<file path="src/hdl/npd_ram.sv">
// npd_ram: generic single-port-write, single-read RAM with registered read.
// Depends on nothing.
module npd_ram #(
  parameter int WIDTH = 8,
  parameter int DEPTH = 16
) (
  input  logic                     clk,
  input  logic                     we,
  input  logic [$clog2(DEPTH)-1:0] waddr,
  input  logic [WIDTH-1:0]         wdata,
  input  logic [$clog2(DEPTH)-1:0] raddr,
  output logic [WIDTH-1:0]         rdata
);
  logic [WIDTH-1:0] mem [DEPTH];

  always_ff @(posedge clk) begin
    if (we) begin
      mem[waddr] <= wdata;
    end
    rdata <= mem[raddr];
  end
endmodule

</file>
<file path="config.mk">
export PLATFORM = sky130hd
export DESIGN_NAME = npd_ram
export DESIGN_NICKNAME = d
export VERILOG_FILES = /design/src/hdl/npd_ram.sv
export SDC_FILE = /design/constraint.sdc
export NUM_CORES = 1
export LEC_CHECK = 0
export BUFFER_PORTS_ARGS = -buffer_cell sky130_fd_sc_hd__clkbuf_2
export CORE_MARGIN = 2
export CORE_UTILIZATION = 60
export CTS_BUF_LIST = sky130_fd_sc_hd__clkbuf_16
export DETAILED_ROUTE_END_ITERATION = 7
export GPL_ROUTABILITY_DRIVEN = 1
export PLACE_DENSITY = 0.87
export SYNTH_ARGS = -nofsm -noshare
export SYNTH_HDL_FRONTEND = slang
export SYNTH_SLANG_ARGS = --single-unit
</file>
<file path="constraint.sdc">
create_clock -name clk -period 2.2 [get_ports clk]
set_clock_uncertainty 0.1 [all_clocks]
set_input_delay 0.22 -clock clk [delete_from_list [all_inputs] [get_ports clk]]
set_output_delay 0.22 -clock clk [all_outputs]
set_load 0.02 [all_outputs]
</file>
# == Word level (Yosys, flattened, before mapping) ==
# Memory sizes are Yosys's and may differ from the RTL's. A register that Yosys moved wholly into a read port is not among the register bits.
# Index checks and enable logic that the tools add are counted.
# word_totals
regBits,0
in_bits,18
n_memories,1
mem_bits_rw,128
# memory_table
memory,depth,word_bits,read_ports,rd_clocked_by_memory_dff,write_ports,line_no,text
mem,16,8,1,1,1,14,logic [WIDTH-1:0] mem [DEPTH];
# classes
n_mux,2
# op_table
op,count
1-bit two-way mux,2

# == Longest topological paths before layout ==
# logic_depth
depth_word,2
depth_mapped,5
ltp_nobuf,3

# == Worst setup path before layout ==
# No wires, ideal clock.
# synth_path
kind,input to register
startpoint,input port waddr[2]
endpoint,memory mem[0][0] (enable)
required_ns,1.717
setup_ns,0.383
t_arrival_ns,1.330
path_buffers,0
stages,2
slack_ns,0.387
path_cell_list,or3b_2 > nor3_1
# synth_lines
item,line_no,text
"start, declared",9,"input logic [$clog2(DEPTH)-1:0] waddr,"
"end, declared",14,
# Straight into the memory's write port.

==> flow_summary.toml <==
[worst_setup_path]
endpoint_kind = "flip-flop"
critPathBufInv = 0
crit_type = "reg -> reg"
r2r_setup_slack_ps = 700
critPathMaxStageDelay_ps = 520
cp_max_fo = 1
required_ps = 2390
path_cells = "mux4_1, a22oi_1, nand2_1"
cpMaxStageDelayCell = "mux4_1"
critPathTopFamily = "multiplexers"
arrival_ps = 1690
startpoint_type = "flip-flop"

[hold_path]
hp-class = "in -> reg"

[die]
die_w_um = 96.63
die_h_um = 96.63
io_pins = 26
rows = 33
die_area_um2 = 9336
initial_core_util_pct = 62.33
core-area_um2 = 8258

[cts]
post_cts_buffers = 0
hold_buffers = 0
clk_path_buf_depth = 2
root_buffer = "clkbuf_16"
clock_latency_ps = 410
cts_tree = "built"
cts_resized = 0
cts.clk_slew.worst_paths_ps = 60
numCtsBuffers = 17
numClockSinks = 136
cts_max_level = 4

[detailed_routing]
drtPass1Iterations = 5
avgViaCountPerCell = 6.338
postRouteAntennaNets = 0
drc = 0
drt_iter0_markers = 317
routedWlPerCell_um = 24.88
wl_mm = 9.952
vias = 2535

[yosys]
synth-simple-area-share_pct = 3.184
ys_ff_latch = 136
synthCells = 229
syn-cell-area_um2 = 5147
avgSynthCellArea_um2 = 22.48
yosys_warnings = 0
synthAdderAreaFrac_pct = 0
synth_compound_area_share_pct = 2.333
syn_nets = 247
muxShareOfSynthArea_pct = 15.02
yosysSeqAreaShare_pct = 77.78
synth_top_family_by_area = "multiplexers"
ys_types = 19
synth_xor_area_share_pct = 0

[layout]
final_common_cell = "edfxtp_1"
final_cell_mix = "edfxtp_1, clkbuf_2, mux4_2"
final_net_count = 300
areaGrowthSynthToFinish_pct = 17.96
drive_gt1_share_pct = 30.85
antennaDiodeCount = 0

[power]
p_comb_share_pct = 4.8
p_switching_uw = 1195
ir_worst_vdd_v = 0.0005097
p_leak_uw = 0.002095
p_per_area_nw_per_um2 = 982.9
intPower_uw = 4774
seqPwrFrac_pct = 48.9
swShare_pct = 20.02
clock_power_share_pct = 46.3

[placement]
portBuffers = 25
gp_congestion = 0.7902
post-dp-hpwl_mm = 6.146

[sta]
holdWs_ps = 144.2
slew_viol_final = 0
max_freq_mhz = 664.5
finalSetupTns_ps = 0
tightest_slew_ps = 671.6
setup_viol = 0
hold_violations = 0
period_share_pct = 68.41
min_period_ps = 1505
grt_setup_unrepaired = "false"
slew_headroom_pct = 55.13

[job]
maxCapViolCount = 0

[global_routing]
grt-ovfl-total = 0
grt_max_degree = 33
grt.total_usage_pct = 23.40
grt_pass1_wl_mm = 15.54
grt_pass1_vias = 2622
antenna_found_initial = 0

[status]
outcome = "completed"
path summary, 6_finish.rpt:
check	cells past startpoint	start	end
setup / recovery	3	mem[1][5]	rdata[5]
hold reg to reg	3	mem[11][1]	rdata[1]
setup reg to reg	3	mem[1][5]	rdata[5]
hold / removal	1	wdata[2]	mem[0][2]
power by group through the flow:
stage | Clock (uW) | Sequential [uW] | Combinational [uW]
final | 2770 | 2920 | 287
after global routing | 2910 | 2920 | 307
after CTS | 2800 | 2920 | 288
after detailed placement | 0 | 2970 | 283
after global placement | 0 | 2960 | 270
after floorplan | 0 | 2980 | 147
per-stage QoR:
step | worst slack (ps) | utilization, % | power (uW) | area, um^2 | std cells
4_1_cts | 708.0 | 73.53 | 6005 | 6072 | 400
2_1_floorplan | 387.1 | - | 3131 | 5147 | 229
5_1_grt | 590.5 | 73.53 | 6135 | 6072 | 400
3_3_place_gp | 441.7 | 66.42 | 3233 | 5485 | 368
3_5_place_dp | 401.9 | 66.42 | 3251 | 5485 | 368
6_report | 695.0 | 73.53 | 5968 | 6072 | 400
worst reg2reg max path: cells and delay by family (launching register included):
family | cells | cell delay (ps)
mux | 1 | 520
flops | 1 | 390
compound gates | 1 | 280
simple gates | 1 | 90
cells by family after synthesis:
kind of cell,count (synthesis)
mux,32
simple gates,35
flops,136
compound gates,16
buf+inv,10
state kept, by name, summed over array words and instances, names as in the netlist:
| name | count |
|---|---|
| mem | 128 |
| rdata | 8 |
synthesized netlist by cell type:
cell | count | area, um^2
clkdlybuf4s25_2 | 3 | 30.03
nand3_1 | 1 | 5.000
nor3_1 | 4 | 20.02
nor2b_1 | 1 | 6.260
buf_4 | 1 | 7.510
nand2_1 | 9 | 33.78
mux4_1 | 14 | 367.9
nand2b_1 | 2 | 12.51
buf_6 | 3 | 33.78
and2b_1 | 1 | 7.510
dfxtp_1 | 8 | 160.2
or3b_2 | 1 | 8.760
a22oi_1 | 16 | 120.1
and2_1 | 1 | 6.260
mux4_2 | 18 | 405.4
buf_2 | 3 | 15.01
nor2_1 | 13 | 48.80
nand3b_1 | 2 | 15.01
edfxtp_1 | 128 | 3844
layer usage:
layer  global-route usage (%)  wire length [um]
met4                    9.534               209
met5                        0                 0
met3                    7.081               821
met2                    37.34              4998
met1                    30.63              3923
cell type report:
class / instances / area, um^2
fill: 472 / 2186
multi-input combinational: 83 / 1057
timing repair buffer: 44 / 292.8
sequential: 136 / 4004
tap: 105 / 131.4
clock buffer: 17 / 425.4
clock inverter: 15 / 161.4
(Power assumes the default switching activity.)
